## src/rtl/core/gsbf_pkg.sv

```systemverilog
// ----------------------------------------------------------------------------
// gsbf_pkg
// Shared types, constants and helper functions of the gzip stored-block framer.
// ----------------------------------------------------------------------------
package gsbf_pkg;

    // Input item modes
    typedef enum logic [1:0] {
        MODE_START  = 2'd0,
        MODE_DATA   = 2'd1,
        MODE_FINISH = 2'd2
    } gsbf_mode_t;

    // Command kinds handed from front to back
    typedef enum logic [1:0] {
        CMD_START    = 2'd0,
        CMD_DATA_HDR = 2'd1,
        CMD_DATA     = 2'd2,
        CMD_FINISH   = 2'd3
    } gsbf_cmd_kind_t;

    // One queued command: everything the back end needs to emit its bytes
    typedef struct packed {
        gsbf_cmd_kind_t kind;
        logic [7:0]     data_byte;
        logic [15:0]    blk_len;
        logic [31:0]    crc;
        logic [31:0]    total;
    } gsbf_cmd_t;

    // Queue status seen by front end and assertions
    typedef struct packed {
        logic full;
        logic empty;
    } gsbf_q_status_t;

    localparam int unsigned QUEUE_DEPTH    = 4;
    localparam logic [15:0] MAX_STORED_LEN = 16'hffff;
    localparam logic [31:0] CRC_POLY       = 32'hedb88320;
    localparam int unsigned IDX_W          = 4;

    // Number of output bytes of each command kind
    function automatic logic [IDX_W-1:0] gsbf_cmd_bytes(input gsbf_cmd_kind_t kind);
        logic [IDX_W-1:0] n;
        case (kind)
            CMD_START:    n = 4'd10;
            CMD_DATA_HDR: n = 4'd6;
            CMD_DATA:     n = 4'd1;
            CMD_FINISH:   n = 4'd13;
            default:      n = 4'd1;
        endcase
        return n;
    endfunction

    // Fixed 10-byte gzip member header
    function automatic logic [7:0] gsbf_gz_hdr(input logic [IDX_W-1:0] idx);
        logic [7:0] b;
        case (idx)
            4'd0:    b = 8'h1f;
            4'd1:    b = 8'h8b;
            4'd2:    b = 8'h08;
            4'd8:    b = 8'h02;
            4'd9:    b = 8'h03;
            default: b = 8'h00;
        endcase
        return b;
    endfunction

    // Fold one byte into a finished (post-inverted) reflected CRC-32
    function automatic logic [31:0] gsbf_crc_byte(input logic [31:0] crc,
                                                  input logic [7:0]  b);
        logic [31:0] c;
        c = ~crc ^ {24'd0, b};
        for (int k = 0; k < 8; k++) begin
            c = c[0] ? ((c >> 1) ^ CRC_POLY) : (c >> 1);
        end
        return ~c;
    endfunction

endpackage

```

## src/rtl/core/gsbf_front.sv

```systemverilog
// ----------------------------------------------------------------------------
// gsbf_front
// Accepts input transactions, keeps CRC, length and block state, and queues
// one command per start, data or finish transaction for the back end.
// ----------------------------------------------------------------------------
module gsbf_front (
    input  logic                    aclk,
    input  logic                    aresetn,
    input  logic                    s_valid,
    output logic                    s_ready,
    input  logic [1:0]              s_mode,
    input  logic [7:0]              s_data_byte,
    input  logic [31:0]             s_segment_remaining,
    input  gsbf_pkg::gsbf_q_status_t q_status,
    output logic                    push,
    output gsbf_pkg::gsbf_cmd_t     push_cmd
);

    logic [31:0] crc_reg, crc_next;
    logic [31:0] total_reg, total_next;
    logic [15:0] left_reg, left_next;
    logic        accept;
    logic [15:0] new_len;

    assign s_ready = ~q_status.full;
    assign accept  = s_valid & s_ready;

    // Stored block length: segment remainder clamped to 1..65535
    always_comb begin
        if (s_segment_remaining == 32'd0) begin
            new_len = 16'd1;
        end else if (s_segment_remaining > {16'd0, gsbf_pkg::MAX_STORED_LEN}) begin
            new_len = gsbf_pkg::MAX_STORED_LEN;
        end else begin
            new_len = s_segment_remaining[15:0];
        end
    end

    // Classify the transaction and work out the state update
    always_comb begin
        crc_next           = crc_reg;
        total_next         = total_reg;
        left_next          = left_reg;
        push               = 1'b0;
        push_cmd.kind      = gsbf_pkg::CMD_DATA;
        push_cmd.data_byte = s_data_byte;
        push_cmd.blk_len   = new_len;
        push_cmd.crc       = crc_reg;
        push_cmd.total     = total_reg;
        case (gsbf_pkg::gsbf_mode_t'(s_mode))
            gsbf_pkg::MODE_START: begin
                push          = accept;
                push_cmd.kind = gsbf_pkg::CMD_START;
                if (accept) begin
                    crc_next   = 32'd0;
                    total_next = 32'd0;
                    left_next  = 16'd0;
                end
            end
            gsbf_pkg::MODE_DATA: begin
                push          = accept;
                push_cmd.kind = (left_reg == 16'd0) ? gsbf_pkg::CMD_DATA_HDR
                                                    : gsbf_pkg::CMD_DATA;
                if (accept) begin
                    crc_next   = gsbf_pkg::gsbf_crc_byte(crc_reg, s_data_byte);
                    total_next = total_reg + 32'd1;
                    left_next  = ((left_reg == 16'd0) ? new_len : left_reg) - 16'd1;
                end
            end
            gsbf_pkg::MODE_FINISH: begin
                push          = accept;
                push_cmd.kind = gsbf_pkg::CMD_FINISH;
                if (accept) begin
                    left_next = 16'd0;
                end
            end
            default: begin
                // unused mode: taken and dropped
                push = 1'b0;
            end
        endcase
    end

    always_ff @(posedge aclk) begin
        if (!aresetn) begin
            crc_reg   <= 32'd0;
            total_reg <= 32'd0;
            left_reg  <= 16'd0;
        end else begin
            crc_reg   <= crc_next;
            total_reg <= total_next;
            left_reg  <= left_next;
        end
    end

endmodule

```

## src/rtl/core/gsbf_queue.sv

```systemverilog
// ----------------------------------------------------------------------------
// gsbf_queue
// Small register FIFO of commands between front and back end.
// ----------------------------------------------------------------------------
module gsbf_queue #(
    parameter int unsigned DEPTH = gsbf_pkg::QUEUE_DEPTH
) (
    input  logic                     aclk,
    input  logic                     aresetn,
    input  logic                     push,
    input  gsbf_pkg::gsbf_cmd_t      push_cmd,
    input  logic                     pop,
    output gsbf_pkg::gsbf_cmd_t      pop_cmd,
    output gsbf_pkg::gsbf_q_status_t status
);

    localparam int unsigned PTR_W = (DEPTH > 1) ? $clog2(DEPTH) : 1;
    localparam int unsigned CNT_W = $clog2(DEPTH + 1);

    gsbf_pkg::gsbf_cmd_t entry_reg [DEPTH];
    logic [PTR_W-1:0]    wr_ptr_reg, wr_ptr_next;
    logic [PTR_W-1:0]    rd_ptr_reg, rd_ptr_next;
    logic [CNT_W-1:0]    count_reg, count_next;

    assign status.full  = (count_reg == CNT_W'(DEPTH));
    assign status.empty = (count_reg == '0);
    assign pop_cmd      = entry_reg[rd_ptr_reg];

    // Pointer and fill count update
    always_comb begin
        wr_ptr_next = wr_ptr_reg;
        rd_ptr_next = rd_ptr_reg;
        count_next  = count_reg;
        if (push) begin
            wr_ptr_next = (wr_ptr_reg == PTR_W'(DEPTH - 1)) ? '0 : wr_ptr_reg + PTR_W'(1);
        end
        if (pop) begin
            rd_ptr_next = (rd_ptr_reg == PTR_W'(DEPTH - 1)) ? '0 : rd_ptr_reg + PTR_W'(1);
        end
        if (push && !pop) begin
            count_next = count_reg + CNT_W'(1);
        end else if (pop && !push) begin
            count_next = count_reg - CNT_W'(1);
        end
    end

    always_ff @(posedge aclk) begin
        if (!aresetn) begin
            wr_ptr_reg <= '0;
            rd_ptr_reg <= '0;
            count_reg  <= '0;
        end else begin
            wr_ptr_reg <= wr_ptr_next;
            rd_ptr_reg <= rd_ptr_next;
            count_reg  <= count_next;
        end
    end

    // Payload storage, no reset
    always_ff @(posedge aclk) begin
        if (push) begin
            entry_reg[wr_ptr_reg] <= push_cmd;
        end
    end

endmodule

```

## src/rtl/core/gsbf_back.sv

```systemverilog
// ----------------------------------------------------------------------------
// gsbf_back
// Takes commands from the queue and emits their bytes one per cycle, while
// m_ready is high, through a registered output stage.
// ----------------------------------------------------------------------------
module gsbf_back (
    input  logic                aclk,
    input  logic                aresetn,
    input  logic                q_empty,
    input  gsbf_pkg::gsbf_cmd_t q_cmd,
    output logic                pop,
    output logic                m_valid,
    input  logic                m_ready,
    output logic [7:0]          m_out_byte,
    output logic                m_last
);

    localparam int unsigned IDX_W = gsbf_pkg::IDX_W;

    gsbf_pkg::gsbf_cmd_t cmd_reg, cmd_next;
    logic                cmd_valid_reg, cmd_valid_next;
    logic [IDX_W-1:0]    idx_reg, idx_next;
    logic                m_valid_reg, m_valid_next;
    logic [7:0]          m_byte_reg, m_byte_next;
    logic                m_last_reg, m_last_next;
    logic [7:0]          cur_byte;
    logic                is_last;
    logic                load_out;
    logic                cmd_take;

    assign m_valid    = m_valid_reg;
    assign m_out_byte = m_byte_reg;
    assign m_last     = m_last_reg;

    assign is_last  = (idx_reg == gsbf_pkg::gsbf_cmd_bytes(cmd_reg.kind) - IDX_W'(1));
    assign load_out = cmd_valid_reg & (~m_valid_reg | m_ready);
    assign cmd_take = ~cmd_valid_reg | (load_out & is_last);
    assign pop      = ~q_empty & cmd_take;

    // Byte of the current command at the current index
    always_comb begin
        cur_byte = 8'h00;
        case (cmd_reg.kind)
            gsbf_pkg::CMD_START: begin
                cur_byte = gsbf_pkg::gsbf_gz_hdr(idx_reg);
            end
            gsbf_pkg::CMD_DATA_HDR: begin
                case (idx_reg)
                    4'd0:    cur_byte = 8'h00;
                    4'd1:    cur_byte = cmd_reg.blk_len[7:0];
                    4'd2:    cur_byte = cmd_reg.blk_len[15:8];
                    4'd3:    cur_byte = ~cmd_reg.blk_len[7:0];
                    4'd4:    cur_byte = ~cmd_reg.blk_len[15:8];
                    default: cur_byte = cmd_reg.data_byte;
                endcase
            end
            gsbf_pkg::CMD_DATA: begin
                cur_byte = cmd_reg.data_byte;
            end
            gsbf_pkg::CMD_FINISH: begin
                // empty final stored block, then CRC and length LE
                case (idx_reg)
                    4'd0:    cur_byte = 8'h01;
                    4'd1:    cur_byte = 8'h00;
                    4'd2:    cur_byte = 8'h00;
                    4'd3:    cur_byte = 8'hff;
                    4'd4:    cur_byte = 8'hff;
                    4'd5:    cur_byte = cmd_reg.crc[7:0];
                    4'd6:    cur_byte = cmd_reg.crc[15:8];
                    4'd7:    cur_byte = cmd_reg.crc[23:16];
                    4'd8:    cur_byte = cmd_reg.crc[31:24];
                    4'd9:    cur_byte = cmd_reg.total[7:0];
                    4'd10:   cur_byte = cmd_reg.total[15:8];
                    4'd11:   cur_byte = cmd_reg.total[23:16];
                    default: cur_byte = cmd_reg.total[31:24];
                endcase
            end
            default: cur_byte = 8'h00;
        endcase
    end

    // Command register and byte index
    always_comb begin
        cmd_next       = cmd_reg;
        cmd_valid_next = cmd_valid_reg;
        idx_next       = idx_reg;
        if (cmd_take) begin
            cmd_valid_next = pop;
            cmd_next       = q_cmd;
            idx_next       = '0;
        end else if (load_out) begin
            idx_next = idx_reg + IDX_W'(1);
        end
    end

    // Output stage
    always_comb begin
        m_valid_next = m_valid_reg;
        m_byte_next  = m_byte_reg;
        m_last_next  = m_last_reg;
        if (load_out) begin
            m_valid_next = 1'b1;
            m_byte_next  = cur_byte;
            m_last_next  = is_last;
        end else if (m_ready) begin
            m_valid_next = 1'b0;
        end
    end

    always_ff @(posedge aclk) begin
        if (!aresetn) begin
            cmd_valid_reg <= 1'b0;
            idx_reg       <= '0;
            m_valid_reg   <= 1'b0;
        end else begin
            cmd_valid_reg <= cmd_valid_next;
            idx_reg       <= idx_next;
            m_valid_reg   <= m_valid_next;
        end
    end

    always_ff @(posedge aclk) begin
        cmd_reg    <= cmd_next;
        m_byte_reg <= m_byte_next;
        m_last_reg <= m_last_next;
    end

endmodule

```

## src/rtl/core/gzip_stored_block_framer.sv

```systemverilog
// ----------------------------------------------------------------------------
// gzip_stored_block_framer
// Frames a plain byte stream as a gzip member of deflate stored blocks.
// ----------------------------------------------------------------------------
// Usage:
//   Input channel (s_*): one transaction per item. Mode start emits the
//   10-byte gzip header and clears CRC and length; mode data passes one byte,
//   preceded by a 5-byte stored-block header when a new block opens (length
//   taken from s_segment_remaining, clamped to 1..65535); mode finish emits
//   the empty final block and the CRC-32 and length trailer (13 bytes).
//   Mode 3 is accepted and dropped.
//   Output channel (m_*): one byte per transaction, m_last marks the final
//   byte caused by an input transaction.
//   Path: an accepted item passes the command queue and the command and output registers.
//   Throughput: while m_ready is high the back end emits one byte per cycle,
//   so plain data bytes pass at one per cycle.
//   The command queue (QUEUE_DEPTH entries) lets the front keep accepting
//   while the back end works through a multi-byte command.
//   Stalls: when m_ready is low the output register holds; once the queue is
//   full s_ready drops.
//   Reset: synchronous active-low aresetn empties the queue and output stage
//   and clears CRC, length and the bytes left in the open block.
// ----------------------------------------------------------------------------
module gzip_stored_block_framer #(
    parameter int unsigned QUEUE_DEPTH = gsbf_pkg::QUEUE_DEPTH
) (
    input  logic        aclk,
    input  logic        aresetn,
    input  logic        s_valid,
    output logic        s_ready,
    input  logic [1:0]  s_mode,
    input  logic [7:0]  s_data_byte,
    input  logic [31:0] s_segment_remaining,
    output logic        m_valid,
    input  logic        m_ready,
    output logic [7:0]  m_out_byte,
    output logic        m_last
);

    logic                     push;
    logic                     pop;
    gsbf_pkg::gsbf_cmd_t      push_cmd;
    gsbf_pkg::gsbf_cmd_t      pop_cmd;
    gsbf_pkg::gsbf_q_status_t q_status;

    // Front end: accept and classify
    gsbf_front u_front (
        .aclk                (aclk),
        .aresetn             (aresetn),
        .s_valid             (s_valid),
        .s_ready             (s_ready),
        .s_mode              (s_mode),
        .s_data_byte         (s_data_byte),
        .s_segment_remaining (s_segment_remaining),
        .q_status            (q_status),
        .push                (push),
        .push_cmd            (push_cmd)
    );

    // Command queue
    gsbf_queue #(
        .DEPTH (QUEUE_DEPTH)
    ) u_queue (
        .aclk     (aclk),
        .aresetn  (aresetn),
        .push     (push),
        .push_cmd (push_cmd),
        .pop      (pop),
        .pop_cmd  (pop_cmd),
        .status   (q_status)
    );

    // Back end: byte emission
    gsbf_back u_back (
        .aclk       (aclk),
        .aresetn    (aresetn),
        .q_empty    (q_status.empty),
        .q_cmd      (pop_cmd),
        .pop        (pop),
        .m_valid    (m_valid),
        .m_ready    (m_ready),
        .m_out_byte (m_out_byte),
        .m_last     (m_last)
    );

    // Checks
    a_no_push_full: assert property (@(posedge aclk) disable iff (!aresetn)
        push |-> !q_status.full)
        else $error("command pushed into full queue");

    a_no_pop_empty: assert property (@(posedge aclk) disable iff (!aresetn)
        pop |-> !q_status.empty)
        else $error("command popped from empty queue");

    a_status_excl: assert property (@(posedge aclk) disable iff (!aresetn)
        !(q_status.full && q_status.empty))
        else $error("queue reports full and empty at once");

    a_ready_tracks_full: assert property (@(posedge aclk) disable iff (!aresetn)
        (q_status.full && !pop) |=> !s_ready)
        else $error("input ready while queue still full");

endmodule
```

## config.mk

```make
export PLATFORM = sky130hd
export DESIGN_NAME = gzip_stored_block_framer
export DESIGN_NICKNAME = d
export VERILOG_FILES = /design/src/rtl/core/gsbf_pkg.sv /design/src/rtl/core/gsbf_front.sv /design/src/rtl/core/gsbf_queue.sv /design/src/rtl/core/gsbf_back.sv /design/src/rtl/core/gzip_stored_block_framer.sv
export SDC_FILE = /design/constraint.sdc
export NUM_CORES = 1
export LEC_CHECK = 0
export BUFFER_PORTS_ARGS = -buffer_cell sky130_fd_sc_hd__clkbuf_2
export CAP_MARGIN = 20
export CORE_MARGIN = 10
export CORE_UTILIZATION = 50
export DETAILED_ROUTE_END_ITERATION = 10
export PLACE_DENSITY = 0.66
export SLEW_MARGIN = 40
export SYNTH_ARGS = -nofsm -noshare
export SYNTH_HDL_FRONTEND = slang
export SYNTH_SLANG_ARGS = --single-unit
```

## constraint.sdc

```tcl
create_clock -name aclk -period 4.5 [get_ports aclk]
set_input_delay 0.9 -clock aclk [delete_from_list [all_inputs] [get_ports aclk]]
set_output_delay 0.9 -clock aclk [all_outputs]
set_load 0.01 [all_outputs]
```

Word level (Yosys, flattened, before mapping):

Memories as Yosys holds them, arrays and structs flattened. A register that Yosys moved wholly into a read port is not among the register bits.
Index checks and enable logic that the tools add are counted.

* $add $sub $neg: 8
* $lt $le $gt $ge: 1
* equal/unequal tests: 23
* mux-type cells: 35
* bitwise gates (word level): 24
* reduce and logical (&&, ||, !) cells: 21

Operator list (number)
* $mux W32: 11
* $pmux W32 S2: 2
* $not A13 Y14: 8
* $mux W16: 5
* $pmux W8 S10: 1
* $pmux W8 S5: 2
* $not A32 Y32: 2
* $add A32 B1 Y32 const B: 1
* $gt A32 B16 Y1 const B: 1
* $logic_not A32 Y1: 1
* $pmux W16 S2: 1
* $pmux W8 S4: 1
* $xor A32 B8 Y32: 1
* $eq A4 B3 Y1 const B: 4
* $eq A4 B4 Y1 const B: 4
* $logic_not A16 Y1: 1
* $not A8 Y8: 2
* $pmux W4 S4: 1
* $sub A16 B1 Y16 const B: 1
* $eq A2 B2 Y1 const B: 5
* $eq A4 B2 Y1 const B: 2
* $reduce_bool A2 Y1: 4
* $reduce_or A2 Y1: 4
* $mux W2: 3
* 23 further kinds: 44

* register bits after elaboration: 102
* bits in writable memories: 360
* input port bits: 46
* logic and storage cells: 124
* memories: 1

Memories
* u_queue.entry_reg: depth 4, bits a word 90, read ports 1, clocked after memory_dff 1, wr ports 1, line gsbf_queue.sv:20 `gsbf_pkg::gsbf_cmd_t entry_reg [DEPTH];`

Depth between registers and ports, before layout:

* depth after elaboration: 21
* mapped depth: 15
* depth with buffers taken out: 14

Modules after synthesis:

From an unflattened synthesis, not the netlist that was laid out.

* cell total of the unflattened synthesis: 1372
* area, all modules: 22749.3 µm²

Modules (own cells, without submodules)
* gsbf_queue: times used 1, cells each 514, area each 13535.5 µm², sequential area each 10990.5 µm²
* gsbf_front: times used 1, cells each 568, area each 4828.4 µm², sequential area each 1601.5 µm²
* gsbf_back: times used 1, cells each 290, area each 4385.5 µm², sequential area each 3093.0 µm²

Worst setup path after synthesis:

Ideal clock, no wire load.

* kind: in2reg
* start point: input port s_valid
* end point: memory u_queue.entry_reg[0][0] (netlist name) (enable)
* data arrival time: 3.409 ns
* required time: 4.041 ns
* path slack: 0.632 ns
* stages: 4
* path buffers: 0
* cell sequence: nand2_1 a21o_1 inv_1 and2_1

* word-level cells in the longest chain between the ends: 4

Ends and longest elaborated chain
* from (decl): line gzip_stored_block_framer.sv:29 `input logic s_valid,`
* $and A1 B1 Y1: line gsbf_front.sv:26 `assign accept = s_valid & s_ready;`
* $mux W1: line gsbf_front.sv:50 `case (gsbf_pkg::gsbf_mode_t'(s_mode))`
* net push: line gzip_stored_block_framer.sv:40 `logic push;`
* $mux W1: line gsbf_queue.sv:61 `if (push) begin`
* $mux W1 (not written as such): line gsbf_queue.sv:62 `entry_reg[wr_ptr_reg] <= push_cmd;`
* to (decl): line gsbf_queue.sv:20

The timed path passes the listed nets, and every way through them passes these cells.

==> flow_summary.ini <==
[global_routing]
grt_max_degree = 57
grt_pass1_wl_um = 73800
track_usage_pct = 17.9
grt.busiest_layer = met2
grtUsageMet2_pct = 29.6
grt_use_met3_pct = 3.02
overflow = 0
grt_pass1_vias = 12200
use_met1_pct = 24.2
antenna_found_initial = 2

[synth]
async_reset_ff_share_pct = 0
ys_seq_elements = 552
syn_avg_cell_area_um2 = 16.0
syn-cell-area_um2 = 22400
synth_area_leaders = edfxtp_1 62%, mux4_2 9.1%, dfxtp_1 8.3%
synth_ff_type = edfxtp_1
synth-seq-area-share_pct = 69.9
synth_cells = 1395
syn_nets = 1458
yosys_warnings = 0
synth.largest_area_cell = edfxtp_1
synth_edf_count = 459
ys_types = 74
yosys.area.top_type_share_pct = 61.6

[flow_run]
maxCapViolations = 0

[routing]
via_per_inst = 5.81
drc = 0
vias = 12300
wl_um = 48100
drt-initial-drc-count = 1109
first_pass_iters = 7
ant_nets = 0
wire_per_inst_um = 22.8

[clock_tree]
clk_latency_ns = 0.59
cts-buffers-inserted = 55
clock-root-buffer = clkbuf_16
cts-hold-fix-buffers = 0
cts_tree = yes
cts.repair.resized = 0
clk_pin_slew_worst_paths_ns = 0.06
cts_setup_buffers = 0
cts_sinks = 552
max-clock-path-buffers = 3
cts_htree_levels = 2

[layout]
final_common_cell = edfxtp_1
final_cell_mix = 459 x edfxtp_1, 91 x dfxtp_1, 90 x mux4_2
diodes = 0
area_growth_pct = 13.1
largest_reg_flops = 360
drive_above_1_share_pct = 19.9
nNetsFinal = 1538

[die]
rows = 77
core_area_um2 = 44200
initial_core_util_pct = 50.6
chipHeight_um = 232
ios = 57
die_w_um = 232
dieArea_um2 = 53600

[timing]
fin_crit_ns = 3.38
report.final.hold_viol_count = 0
max-slew-margin-rel_pct = 42.7
setup_violations = 0
skew_ns = 0.0193
maxSlewViolCount = 0
grt_setup_unrepaired = false
setup-tns-final_ns = 0
finalCritPeriodShare_pct = 75.2
worst_slew_pin_slew_ns = 0.860
clock.fmax_mhz = 296

[power]
p_per_area_nw_per_um2 = 640
total_power_uw = 16200
power.leakage_uw = 0.00843
ir_drop_v = 0.000486

[setup_path]
arrival_ns = 3.86
path_class = in2reg
worstSetupStartpointType = input port
critPathTopFamily = simple AND/OR/NAND/NOR gates
critPathBufInv = 1
crit_top_cell = nand3_1
crit_path_end_kind = register
critPathRequiredTime_ns = 4.97
path_cells = clkbuf_2 -> or3_1 -> nor3_1 -> nand3_1 -> o31ai_1 -> a21oi_1 -> ha_1 -> and2b_2 -> and3_2 -> o21a_2 -> nand3_1 -> nand3_1 -> a22o_1
cp_slowest_cell = o31ai_1
max_stage_delay_ns = 0.54
crit_path_max_fanout = 5

[placed_design]
portBuffers = 56
dpl.hpwl_um = 30500
place_congestion = 0.875

[status]
outcome = completed

[worst_hold_path]
hp-class = reg2reg
[per-layer routing]
metal | share of wire, % | vias to the layer above | wire, um
met5 | 0 | - | 0
met4 | 2.0 | 0 | 959
met3 | 6.4 | 67 | 3060
met2 | 49 | 374 | 23600
met1 | 43 | 6263 | 20400
li1 | - | 5575 | -
[layout make-up]
type	instances	area (um^2)
Fill cell	3389	18900
Sequential cell	552	15700
Multi-Input combinational cell	755	6380
Clock buffer	77	1560
Tap cell	592	741
Timing Repair Buffer	83	556
Clock inverter	26	310
Inverter	28	106
[cells by family after synthesis]
group	count (synthesis)	share of synthesized area [%]
simple gates	329	7.48
flops	552	69.9
buf+inv	88	1.66
compound gates	206	6.13
xor+xnor	105	4.41
fa+ha+maj	17	0.984
mux	98	9.42
[power by group]
part | total, uW | switching, uW | internal [uW] | leakage (uW)
sequential | 7060 | 507 | 6550 | 0.00521
clock | 4680 | 1870 | 2820 | 0.000912
combinational | 4450 | 2590 | 1860 | 0.00231
total | 16200 | 4960 | 11200 | 0.00843
[cell usage after synthesis (6+ instances only)]
library cell  instances
nor2_1               65
a221oi_1              6
dfxtp_1              93
or3_1                11
inv_1                28
xnor2_2               7
nand3_1              36
o2111ai_1             6
and2_1               19
nand2_1              85
buf_1                13
ha_1                 16
edfxtp_1            459
nor2b_1              26
nor4_1                8
xor2_1               34
xnor2_1              62
a21oi_1              46
clkbuf_1             42
o211ai_1              6
a21boi_0             14
nor3_1               19
a222oi_1              7
a22oi_1              38
or2_2                13
nand4_1              15
o21ai_0              40
mux4_2               90
mux2i_1               8
[worst min-delay path: stages (launching register included)]
cell,delay (ns)
dfxtp_1,0.35
a32oi_1,0.07
o31ai_1,0.06
[path summary, 6_finish.rpt]
check                         startpoint                   end  slack (ns)  cells after the start
hold / removal      u_front.left_reg[11]  u_front.left_reg[11]        0.50                      2
hold reg to reg     u_front.left_reg[11]  u_front.left_reg[11]        0.50                      2
setup / recovery  s_segment_remaining[8]  u_front.left_reg[14]        1.12                     13
setup reg to reg      u_back.cmd_reg[88]  u_queue.count_reg[2]        1.15                     13
[stage by stage]
stage	area, um^2	instances	setup slack (ns)	hold WS [ns]	utilization [%]
floorplan	22400	1395	0.632	0.451	-
global placement	23400	2008	0.684	0.479	52.9
detailed placement	23400	2009	0.538	0.490	53.0
CTS	25300	2112	1.15	0.504	57.2
global route	25300	2113	0.846	0.530	57.2
finish	25300	2113	1.12	0.504	57.2
Power figures use the tool's default switching activity.
